[src/rtl/teq_pkg.sv]
// shared types, codes and constants for the timed event queue
`default_nettype none
package teq_pkg;

  localparam int unsigned CapacityDef   = 64;
  localparam int unsigned MaxOutDef     = 16;
  localparam int unsigned TimeBitsDef   = 32;
  localparam int unsigned HandleBitsDef = 32;

  // function codes
  localparam logic [1:0] FN_INSERT = 2'd0;
  localparam logic [1:0] FN_POP    = 2'd1;
  localparam logic [1:0] FN_CLEAR  = 2'd2;

  // status codes
  localparam logic [2:0] ST_INSERTED = 3'd0;
  localparam logic [2:0] ST_FULL     = 3'd1;
  localparam logic [2:0] ST_DUE      = 3'd2;
  localparam logic [2:0] ST_NONE     = 3'd3;
  localparam logic [2:0] ST_CLEARED  = 3'd4;

  typedef struct packed {
    logic [1:0]  func;
    logic [31:0] stamp;
    logic [31:0] handle;
  } teq_in_t;

  typedef struct packed {
    logic [2:0]  status;
    logic [31:0] out_handle;
    logic [31:0] out_time;
    logic        last;
    logic [6:0]  dropped;
  } teq_out_t;

  // commands from controller to datapath
  typedef struct packed {
    logic       load_in;
    logic       clear;
    logic       ins_start;
    logic       pop_start;
    logic       rd_prev;
    logic       rd_cur;
    logic       shift;
    logic       place;
    logic       idx_inc;
    logic       pop_end;
    logic       out_load;
    logic [2:0] out_status;
    logic       commit;
  } teq_cmd_t;

  // status from datapath to controller
  typedef struct packed {
    logic [1:0] func;
    logic       full;
    logic       idx_zero;
    logic       idx_at_count;
    logic       rd_gt;
    logic       emit_last;
    logic       out_valid;
  } teq_stat_t;

endpackage
`default_nettype wire

[src/rtl/teq_ram.sv]
// generic single-write, single-read ram with registered read
`default_nettype none
module teq_ram #(
  parameter int unsigned WIDTH = 64,
  parameter int unsigned DEPTH = 64
) (
  input  wire logic                     clk,
  input  wire logic                     we,
  input  wire logic [$clog2(DEPTH)-1:0] waddr,
  input  wire logic [WIDTH-1:0]         wdata,
  input  wire logic                     re,
  input  wire logic [$clog2(DEPTH)-1:0] raddr,
  output logic      [WIDTH-1:0]         rdata
);

  logic [WIDTH-1:0] mem [DEPTH];

  // write port and registered read port
  always_ff @(posedge clk) begin
    if (we) begin
      mem[waddr] <= wdata;
    end
    if (re) begin
      rdata <= mem[raddr];
    end
  end

endmodule
`default_nettype wire

[src/rtl/teq_datapath.sv]
// datapath: circular event table, scan counters and output register
`default_nettype none
module teq_datapath #(
  parameter int unsigned CAPACITY    = 64,
  parameter int unsigned MAX_OUT     = 16,
  parameter int unsigned TIME_BITS   = 32,
  parameter int unsigned HANDLE_BITS = 32
) (
  input  wire logic              clk,
  input  wire logic              rst,
  input  wire teq_pkg::teq_in_t  in_data,
  input  wire teq_pkg::teq_cmd_t cmd,
  output teq_pkg::teq_stat_t     stat,
  output teq_pkg::teq_out_t      out_data,
  output logic                   out_valid,
  input  wire logic              out_ready
);
  import teq_pkg::*;

  localparam int unsigned AW = $clog2(CAPACITY);
  localparam int unsigned CW = $clog2(CAPACITY + 1);
  localparam int unsigned EW = TIME_BITS + HANDLE_BITS;

  logic [TIME_BITS-1:0]   t_reg;
  logic [HANDLE_BITS-1:0] h_reg;
  logic [1:0]             func;
  logic [AW-1:0]          head;
  logic [CW-1:0]          count;
  logic [CW-1:0]          idx;
  logic [CW-1:0]          ndue;
  logic [63:0]            in_time_w;
  logic [63:0]            in_handle_w;
  logic                   we;
  logic [AW-1:0]          waddr;
  logic [EW-1:0]          wdata;
  logic                   re;
  logic [AW-1:0]          raddr;
  logic [EW-1:0]          rdata;
  logic [TIME_BITS-1:0]   rd_time;
  logic [HANDLE_BITS-1:0] rd_handle;
  logic [63:0]            rd_time_w;
  logic [63:0]            rd_handle_w;
  logic [CW-1:0]          given;
  logic [CW+7:0]          rest_w;
  logic [6:0]             drop;
  logic [CW-1:0]          idx_prev;

  // logical slot to physical address, modulo capacity
  function automatic logic [AW-1:0] phys(input logic [AW-1:0] base, input logic [CW-1:0] i);
    logic [CW:0] s;
    s = {{(CW+1-AW){1'b0}}, base} + {1'b0, i};
    if (s >= (CW+1)'(CAPACITY)) begin
      s = s - (CW+1)'(CAPACITY);
    end
    return s[AW-1:0];
  endfunction

  assign in_time_w   = {32'd0, in_data.stamp};
  assign in_handle_w = {32'd0, in_data.handle};
  assign rd_time     = rdata[EW-1:HANDLE_BITS];
  assign rd_handle   = rdata[HANDLE_BITS-1:0];
  assign rd_time_w   = 64'(rd_time);
  assign rd_handle_w = 64'(rd_handle);
  assign idx_prev    = idx - CW'(1);

  // emit limit and dropped count
  assign given  = ({8'd0, ndue} > (CW+8)'(MAX_OUT)) ? CW'(MAX_OUT) : ndue;
  assign rest_w = {8'd0, ndue} - {8'd0, given};
  assign drop   = (rest_w > (CW+8)'(127)) ? 7'd127 : rest_w[6:0];

  // ram ports
  assign re    = cmd.rd_prev | cmd.rd_cur;
  assign raddr = phys(head, cmd.rd_prev ? idx_prev : idx);
  assign we    = cmd.shift | cmd.place;
  assign waddr = phys(head, idx);
  assign wdata = cmd.shift ? rdata : {t_reg, h_reg};

  teq_ram #(
    .WIDTH(EW),
    .DEPTH(CAPACITY)
  ) u_ram (
    .clk  (clk),
    .we   (we),
    .waddr(waddr),
    .wdata(wdata),
    .re   (re),
    .raddr(raddr),
    .rdata(rdata)
  );

  // status to controller
  assign stat.func         = func;
  assign stat.full         = (count == CW'(CAPACITY));
  assign stat.idx_zero     = (idx == '0);
  assign stat.idx_at_count = (idx == count);
  assign stat.rd_gt        = (rd_time > t_reg);
  assign stat.emit_last    = ((idx + CW'(1)) == given);
  assign stat.out_valid    = out_valid;

  // input capture, table control and scan counters
  always_ff @(posedge clk) begin
    if (rst) begin
      head  <= '0;
      count <= '0;
      idx   <= '0;
      ndue  <= '0;
    end else begin
      if (cmd.clear) begin
        count <= '0;
      end
      if (cmd.ins_start) begin
        idx <= count;
      end
      if (cmd.pop_start) begin
        idx <= '0;
      end
      if (cmd.shift) begin
        idx <= idx_prev;
      end
      if (cmd.place) begin
        count <= count + CW'(1);
      end
      if (cmd.idx_inc) begin
        idx <= idx + CW'(1);
      end
      if (cmd.pop_end) begin
        ndue <= idx;
        idx  <= '0;
      end
      if (cmd.commit) begin
        head  <= phys(head, ndue);
        count <= count - ndue;
      end
    end
  end

  always_ff @(posedge clk) begin
    if (cmd.load_in) begin
      func  <= in_data.func;
      t_reg <= in_time_w[TIME_BITS-1:0];
      h_reg <= in_handle_w[HANDLE_BITS-1:0];
    end
  end

  // output register
  always_ff @(posedge clk) begin
    if (rst) begin
      out_valid <= 1'b0;
    end else if (cmd.out_load) begin
      out_valid <= 1'b1;
    end else if (out_ready) begin
      out_valid <= 1'b0;
    end
  end

  always_ff @(posedge clk) begin
    if (cmd.out_load) begin
      out_data.status <= cmd.out_status;
      if (cmd.out_status == ST_DUE) begin
        out_data.out_handle <= rd_handle_w[31:0];
        out_data.out_time   <= rd_time_w[31:0];
        out_data.last       <= stat.emit_last;
        out_data.dropped    <= stat.emit_last ? drop : 7'd0;
      end else begin
        out_data.out_handle <= '0;
        out_data.out_time   <= '0;
        out_data.last       <= 1'b1;
        out_data.dropped    <= '0;
      end
    end
  end

endmodule
`default_nettype wire

[src/rtl/teq_ctrl.sv]
// controller state machine sequencing insert, pop and clear
`default_nettype none
module teq_ctrl (
  input  wire logic               clk,
  input  wire logic               rst,
  input  wire logic               in_valid,
  output logic                    in_ready,
  input  wire teq_pkg::teq_stat_t stat,
  input  wire logic               out_ready,
  output teq_pkg::teq_cmd_t       cmd
);
  import teq_pkg::*;

  typedef enum logic [3:0] {
    S_IDLE,
    S_DECODE,
    S_INS_CHK,
    S_INS_CMP,
    S_POP_CHK,
    S_POP_CMP,
    S_POP_END,
    S_EMIT_RD,
    S_EMIT_LD,
    S_OUT
  } state_t;

  state_t state;
  state_t state_next;
  logic   more;
  logic   more_next;

  assign in_ready = (state == S_IDLE);

  // next state and command decode
  always_comb begin
    cmd        = '0;
    state_next = state;
    more_next  = more;
    unique case (state)
      S_IDLE: begin
        if (in_valid) begin
          cmd.load_in = 1'b1;
          state_next  = S_DECODE;
        end
      end
      S_DECODE: begin
        unique case (stat.func)
          FN_INSERT: begin
            if (stat.full) begin
              cmd.out_load   = 1'b1;
              cmd.out_status = ST_FULL;
              more_next      = 1'b0;
              state_next     = S_OUT;
            end else begin
              cmd.ins_start = 1'b1;
              state_next    = S_INS_CHK;
            end
          end
          FN_POP: begin
            cmd.pop_start = 1'b1;
            state_next    = S_POP_CHK;
          end
          FN_CLEAR: begin
            cmd.clear      = 1'b1;
            cmd.out_load   = 1'b1;
            cmd.out_status = ST_CLEARED;
            more_next      = 1'b0;
            state_next     = S_OUT;
          end
          default: begin
            state_next = S_IDLE;
          end
        endcase
      end
      S_INS_CHK: begin
        if (stat.idx_zero) begin
          cmd.place      = 1'b1;
          cmd.out_load   = 1'b1;
          cmd.out_status = ST_INSERTED;
          more_next      = 1'b0;
          state_next     = S_OUT;
        end else begin
          cmd.rd_prev = 1'b1;
          state_next  = S_INS_CMP;
        end
      end
      S_INS_CMP: begin
        if (stat.rd_gt) begin
          cmd.shift  = 1'b1;
          state_next = S_INS_CHK;
        end else begin
          cmd.place      = 1'b1;
          cmd.out_load   = 1'b1;
          cmd.out_status = ST_INSERTED;
          more_next      = 1'b0;
          state_next     = S_OUT;
        end
      end
      S_POP_CHK: begin
        if (stat.idx_at_count) begin
          state_next = S_POP_END;
        end else begin
          cmd.rd_cur = 1'b1;
          state_next = S_POP_CMP;
        end
      end
      S_POP_CMP: begin
        if (stat.rd_gt) begin
          state_next = S_POP_END;
        end else begin
          cmd.idx_inc = 1'b1;
          state_next  = S_POP_CHK;
        end
      end
      S_POP_END: begin
        if (stat.idx_zero) begin
          cmd.out_load   = 1'b1;
          cmd.out_status = ST_NONE;
          more_next      = 1'b0;
          state_next     = S_OUT;
        end else begin
          cmd.pop_end = 1'b1;
          state_next  = S_EMIT_RD;
        end
      end
      S_EMIT_RD: begin
        cmd.rd_cur = 1'b1;
        state_next = S_EMIT_LD;
      end
      S_EMIT_LD: begin
        cmd.out_load   = 1'b1;
        cmd.out_status = ST_DUE;
        cmd.idx_inc    = 1'b1;
        cmd.commit     = stat.emit_last;
        more_next      = !stat.emit_last;
        state_next     = S_OUT;
      end
      S_OUT: begin
        if (stat.out_valid && out_ready) begin
          state_next = more ? S_EMIT_RD : S_IDLE;
        end
      end
      default: begin
        state_next = S_IDLE;
      end
    endcase
  end

  // state register
  always_ff @(posedge clk) begin
    if (rst) begin
      state <= S_IDLE;
      more  <= 1'b0;
    end else begin
      state <= state_next;
      more  <= more_next;
    end
  end

endmodule
`default_nettype wire

[src/rtl/timed_event_queue.sv]
// Timed event queue: a time-sorted table of up to CAPACITY events held in one
// memory used as a ring. One transaction is taken at a time. An insert walks
// back from the tail one entry at a time, moving later entries up. A pop scans
// the due entries, then gives up to MAX_OUT due events, one per output
// transaction; all due events leave the table and dropped reports the rest on
// the last one. Inserts and pops are paced by the single memory read port.
// No clearing pass is needed after reset.
`default_nettype none
module timed_event_queue #(
  parameter int unsigned CAPACITY    = teq_pkg::CapacityDef,
  parameter int unsigned MAX_OUT     = teq_pkg::MaxOutDef,
  parameter int unsigned TIME_BITS   = teq_pkg::TimeBitsDef,
  parameter int unsigned HANDLE_BITS = teq_pkg::HandleBitsDef
) (
  input  wire logic              clk,
  input  wire logic              rst,
  input  wire logic              in_valid,
  output logic                   in_ready,
  input  wire teq_pkg::teq_in_t  in_data,
  output logic                   out_valid,
  input  wire logic              out_ready,
  output teq_pkg::teq_out_t      out_data
);
  import teq_pkg::*;

  teq_cmd_t  cmd;
  teq_stat_t stat;

  // sequencing
  teq_ctrl u_ctrl (
    .clk      (clk),
    .rst      (rst),
    .in_valid (in_valid),
    .in_ready (in_ready),
    .stat     (stat),
    .out_ready(out_ready),
    .cmd      (cmd)
  );

  // table and output
  teq_datapath #(
    .CAPACITY   (CAPACITY),
    .MAX_OUT    (MAX_OUT),
    .TIME_BITS  (TIME_BITS),
    .HANDLE_BITS(HANDLE_BITS)
  ) u_dp (
    .clk      (clk),
    .rst      (rst),
    .in_data  (in_data),
    .cmd      (cmd),
    .stat     (stat),
    .out_data (out_data),
    .out_valid(out_valid),
    .out_ready(out_ready)
  );

endmodule
`default_nettype wire
[config.mk]
export PLATFORM = sky130hd
export DESIGN_NAME = timed_event_queue
export DESIGN_NICKNAME = d
export VERILOG_FILES = /design/src/rtl/teq_pkg.sv /design/src/rtl/teq_ram.sv /design/src/rtl/teq_datapath.sv /design/src/rtl/teq_ctrl.sv /design/src/rtl/timed_event_queue.sv
export SDC_FILE = /design/constraint.sdc
export NUM_CORES = 2
export LEC_CHECK = 0
export BUFFER_PORTS_ARGS = -buffer_cell sky130_fd_sc_hd__buf_4
export CELL_PAD_IN_SITES_DETAIL_PLACEMENT = 2
export CELL_PAD_IN_SITES_GLOBAL_PLACEMENT = 2
export CORE_MARGIN = 5
export CORE_UTILIZATION = 30
export DETAILED_ROUTE_END_ITERATION = 10
export PLACE_DENSITY_LB_ADDON = 0.1
export SLEW_MARGIN = 5
export SYNTH_ARGS = -nofsm -noshare
export SYNTH_HDL_FRONTEND = slang
export SYNTH_SLANG_ARGS = --single-unit
[constraint.sdc]
create_clock -name clk -period 7.5 [get_ports clk]
set_clock_uncertainty 0.05 [all_clocks]
set_input_delay 0.75 -clock clk [delete_from_list [all_inputs] [get_ports clk]]
set_output_delay 0.75 -clock clk [all_outputs]
set_load 0.1 [all_outputs]
* Word-level counts from Yosys, hierarchy flattened
Memories as Yosys holds them, arrays and structs flattened. A register that Yosys moved wholly into a read port is not among the register bits. Index checks and enable logic that the tools add are counted.
Word-level totals: bits in registers 174, word-level logic and storage cells 129, memories 1, bits in writable memories 4096, output and inout bits 77, bits of input ports 70
Memory list:
- u_dp.u_ram.mem | depth 64, width 64, rd ports 1, clocked after Yosys merged registers in 1, write ports 1, line teq_ram.sv:16 | logic [WIDTH-1:0] mem [DEPTH];
Cells by class: equality and inequality tests 21, $add $sub $neg 11, reduce and logical (&&, ||, !) cells 14, multiplexer cells 59, order comparisons 6, bitwise operators 2
Operators with widths (number):
- 7-bit two-way mux | 10
- 64-bit two-way mux | 1
- 4-bit two-way mux | 10
- 4-bit case mux with 10 select lines | 1
- 32-bit greater-than comparator | 1
- 6-bit by 7-bit adder with 8-bit output | 3
- 8-bit by 7-bit greater-or-equal comparator with 1-bit output (second input constant) | 3
- 1-bit two-way mux | 22
- 4-bit case mux with 5 select lines | 1
- 6-bit two-way mux | 3
- 6-bit by 1-bit subtractor with 6-bit output (second input constant) | 3
- 4-bit by 3-bit equality test with 1-bit output (second input constant) | 4
- 15-bit by 7-bit greater-than comparator with 1-bit output (second input constant) | 1
- 7-bit by 1-bit adder with 7-bit output (second input constant) | 2
- 7-bit equality test | 2
- 4-bit case mux with 3 select lines | 1
- 4-bit by 2-bit equality test with 1-bit output (second input constant) | 2
- 4-bit equality test (second input constant) | 2
- 1-bit case mux with 2 select lines | 4
- 4-bit case mux with 2 select lines | 1
- 4-bit nonzero test | 2
- 7-bit by 7-bit subtractor with 8-bit output | 1
- 7-bit equality test (second input constant) | 1
- 7-bit by 5-bit greater-than comparator with 1-bit output (second input constant) | 1
- other kinds (23) | 31

* Logic depth before layout (Yosys ltp)
word-level depth 8, mapped depth 21

* Hierarchy
From an unflattened synthesis, not the netlist that was laid out.
Unflattened totals: cells, all modules 7447, area total of the unflattened synthesis 166562.2 µm²
Modules (own cells, without submodules):
- teq_ram | times used 1, cells an instance 6598, area an instance 156989.3 µm², seq. area each 124919.8 µm²
- teq_datapath | times used 1, cells an instance 778, area an instance 9007.4 µm², seq. area each 4794.6 µm²
- teq_ctrl | times used 1, cells an instance 71, area an instance 565.5 µm², seq. area each 100.1 µm²

* Worst setup path before layout
No wires, ideal clock.
kind register to register, from reg u_dp.idx[0], to mem u_dp.u_ram.mem[50][0], enable pin, setup time 565 ps, clock period less this slack 7118 ps, path slack 382 ps, stages on the path, launching flop included 11, arrival time 6503 ps, data required time 6885 ps, path buffers 4, cells stage by stage dfxtp_1 -> clkbuf_1 -> inv_1 -> ha_1 -> or3b_1 -> buf_2 -> nor4_2 -> o21ai_1 -> clkbuf_1 -> clkbuf_1 -> nor3_1
On the way: word-level cells in the longest chain between the ends 6, elaborated cells on any way between the ends 10, classes of those cells add/sub (2); order compare (1); mux (5); bitwise (1); reduce/logical (1)
Ends and longest elaborated chain:
- start, declared | line teq_datapath.sv:29 | logic [CW-1:0] idx;
- start signal, assigned | line teq_datapath.sv:112 | idx <= count;
- start signal, assigned | line teq_datapath.sv:118 | idx <= idx_prev;
- start signal, assigned | line teq_datapath.sv:124 | idx <= idx + CW'(1);
- parallel branches: the longest is 6 deep, another holds 6-bit by 7-bit adder with 8-bit output
- end, declared | line teq_ram.sv:16
Parallel ways; which one is timed is not known.

* Worst setup path after layout
from reg u_dp.u_ram.rdata[37], read port of u_dp.u_ram.mem, to mem u_dp.u_ram.mem[4][31] (data pin)
On the way: word-level cells in the longest chain between the ends 4
Ends and longest elaborated chain:
- start, declared | line teq_ram.sv:13 | output logic [WIDTH-1:0] rdata
- 32-bit greater-than comparator | line teq_datapath.sv:96 | assign stat.rd_gt = (rd_time > t_reg);
- 1-bit two-way mux | line teq_ctrl.sv:88 | if (stat.rd_gt) begin
- 1-bit two-way mux | line teq_ctrl.sv:39 | unique case (state)
- 64-bit two-way mux | line teq_datapath.sv:76 | assign wdata = cmd.shift ? rdata : {t_reg, h_reg};
- named net u_dp.u_ram.wdata[31] | line teq_ram.sv:10 | input wire logic [WIDTH-1:0] wdata,
The timed path passes the listed nets, and every way through them passes these cells.

==> impl_results.md <==
- HPWL after detailed placement: between 300 and 400 mm
- Leak: 60.1 nW
- Wirelength per Cell: approximately 38 microns
- Worst hold start: in_valid
- Largest regs: u_dp.u_ram.mem (4096), u_dp.out_data (75), u_dp.u_ram.rdata (64)
- Register bit total from synthesis: 4334
- Worst Setup SP: u_dp.u_ram.rdata[37]
- Max Cap Viol: 0
- GRT Overall Usage: 20.1%
- Ys Warns: 0
- Worst setup path class: reg2reg
- Number of port buffers: roughly 150
- Post-Synthesis Cell Area: 167000 sq um
- Most common cell on crit path: buf_4
- Avg Inst Size Synth: 24.1 sq um
- DRC viols: 0
- Total CTS buffers: 485
- Final ANT Viol Nets: 0
- GR Overflow Total: 0
- H-tree depth: 5
- Via count: about 80000
- Cell breakdown of the critical path: ha_1 -> nand4_1 -> nor3_1 -> buf_4 -> a21boi_0 -> o31a_1 -> o211ai_1 -> buf_4 -> buf_12 -> mux2_2
- CP Capture Type: flip-flop
- RR Startpoint: u_dp.u_ram.rdata[37]
- Hold Crit Depth: 5
- Die Y: 756 microns
- CP max FO: 64
- Initial DRC Count: 8776
- Worst path slowest cell: mux2_2
- Biggest register: u_dp.u_ram.mem
- Mapped Nets: 7080
- Pwr dens: 351 nW/um^2
- Min-delay worst type: in2reg
- Resized cells post-CTS: 0
- Crit path time final: 6.39 ns
- Vias in the first global route: 87300
- Reg clk slew, reported paths: 0.06 ns
- Drt pass-1 iters: 5
- Max FFs per register: 4096
- Synth Instances: 6948
- Final Hold Fails: 0
- Period utilization: a little under nine tenths
- VDD IR max: 217 uV
- Number of setup violations in the final report: 0
- Commonest non-fill, non-tap cell in the layout: edfxtp_1
- Setup_tns: 0 ns
- Max frequency: 156 MHz
- Critical Path AT: 6.95 ns
- DRT Wirelength: approximately 580 mm
- Slew @ Worst Pin: 1.29 ns
- Worst R2R Path Depth: 10
- Nets@finish: between 7000 and 8000
- RSZ-0062 raised after global routing: no
- EDFF count, synth: 4301
- Netlist cell types: 70
- Outcome: finished, final reports clean
- Post-synthesis sequential area ratio: 77.7%
- Slew margin rel.: 14.1%
- Critical path's largest stage delay: 1.11 ns
- Area Growth Syn to Fin: 17.6%
- Prevailing post-synth register cell: edfxtp_1
- Layout cells sized above 1: 32.8%
- Layout Cells excl Fill: ~16000
- Longest Clk Path Bufs: 4
- Critical Path Source Type: flip-flop
- Largest net degree at the start of global routing: 77
- Most frequent cells in the layout: edfxtp_1, mux4_2, clkbuf_16
- Inst Count DP: between 10000 and 15000
- Ports: 147
- TritonCTS clock tree: yes
- Die area: ~570000 sq um
- Async SR Flop Fraction: 0%
- Max-slew violations: 0
- Initial core utilization: about 30%
- Vias per inst: 5.17
- Clk_lat worst skew: just over 1 ns
- Gpl congestion: 0.717
- Width of the die: between 700 and 800 microns
- Core Box Area: 556000 sq um
- Power, Total: 69.0 mW
- WHS: 0.292 ns
- Row Count: 274
- Root Driver: clkbuf_16
- Initial antenna violation count: 32
- Worst path required time: 8.06 ns
- First-pass GRT wire length: 790 mm
- Clock sink count: 4334
- Post-CTS setup buffer count: 0
## logic make-up after synthesis
| group | Yosys count | synth area share (%) |
|---|---|---|
| DFF | 4334 | 77.7 |
| muxes | 1420 | 18.1 |
| buffers and inverters | 431 | 1.05 |
| and+or+nand+nor | 397 | 1.27 |
| AOI/OAI and AO/OA | 259 | 1.16 |
| adders and majority gates | 62 | 0.482 |
| xor gates and xnor gates | 44 | 0.231 |
| other | 1 | 0.00224 |
## cell usage after synthesis, drive strengths merged, types with 23 or more instances
library cell / n / area, sq um
a211oi: 69 / 798
a21oi: 104 / 521
and2: 67 / 419
buf: 145 / 679
clkbuf: 224 / 841
dfxtp: 33 / 661
edfxtp: 4301 / 129000
ha: 58 / 726
inv: 62 / 233
mux2: 64 / 721
mux2i: 76 / 761
mux4: 1280 / 28800
nand2: 47 / 176
nor2: 90 / 338
nor2b: 74 / 463
nor3: 39 / 195
o21ai: 23 / 115
xnor2: 31 / 272
## repair_timing
item                                    in CTS  in global routing
endpoints found under the hold margin       77                  0
endpoints found under the setup margin       0                  0
hold buffers                                68                  0
## metal layers
metal	up-vias	GRT usage, %	part of all wire [%]
li1	31400	-	-
met1	46200	28.5	45
met2	2035	33.9	49
met3	637	2.24	4.1
met4	0	3.62	1.8
met5	-	0	0
## worst max-delay path: cells and delay by family, from the launching register on
| kind | cells | cell delay [ns] |
|---|---|---|
| AOI/OAI and AO/OA | 3 | 1.78 |
| and+or+nand+nor | 2 | 1.07 |
| DFF | 1 | 0.57 |
| adders and majority gates | 1 | 0.40 |
| muxes | 1 | 1.11 |
| buffers and inverters | 3 | 0.68 |
## where the power goes
group	switching (mW)	total [mW]	leakage, nW	internal [mW]
logic	9.95	16.6	13.8	6.65
clock network	9.90	22.8	7.30	12.9
registers	0.641	29.6	39.0	29.0
total	20.5	69.0	60.1	48.5
## path summary, 6_finish.rpt
kind	endpoint	slack (ns)
worst max-delay path	u_dp.u_ram.mem[4][31]	1.11
worst min-delay path	u_ctrl.state[0]	0.29
worst max register to register	u_dp.u_ram.mem[4][31]	1.11
worst min register to register	u_dp.out_valid	0.45
## area by class of cell
class                      instances  area, sq um
clock inverter                   275         2210
timing repair buffer             580         6170
sequential                      4334       130000
clock buffer                     606        12700
antenna                           11         27.5
multi-input combinational       2183        36100
tap                             7452         9320
fill                           52800       359000
inverter                          62          238
## through the flow
| stage | util [%] | cell area [sq um] | setup WS (ns) |
|---|---|---|---|
| 2_1_floorplan | - | 167000 | 0.382 |
| 3_3_place_gp | 32.5 | 181000 | 0.698 |
| 3_5_place_dp | 32.5 | 181000 | 0.579 |
| 4_1_cts | 35.3 | 197000 | 0.502 |
| 5_1_grt | 35.4 | 197000 | 0.905 |
| 6_report | 35.4 | 197000 | 1.11 |
(Power assumes the default switching activity.)
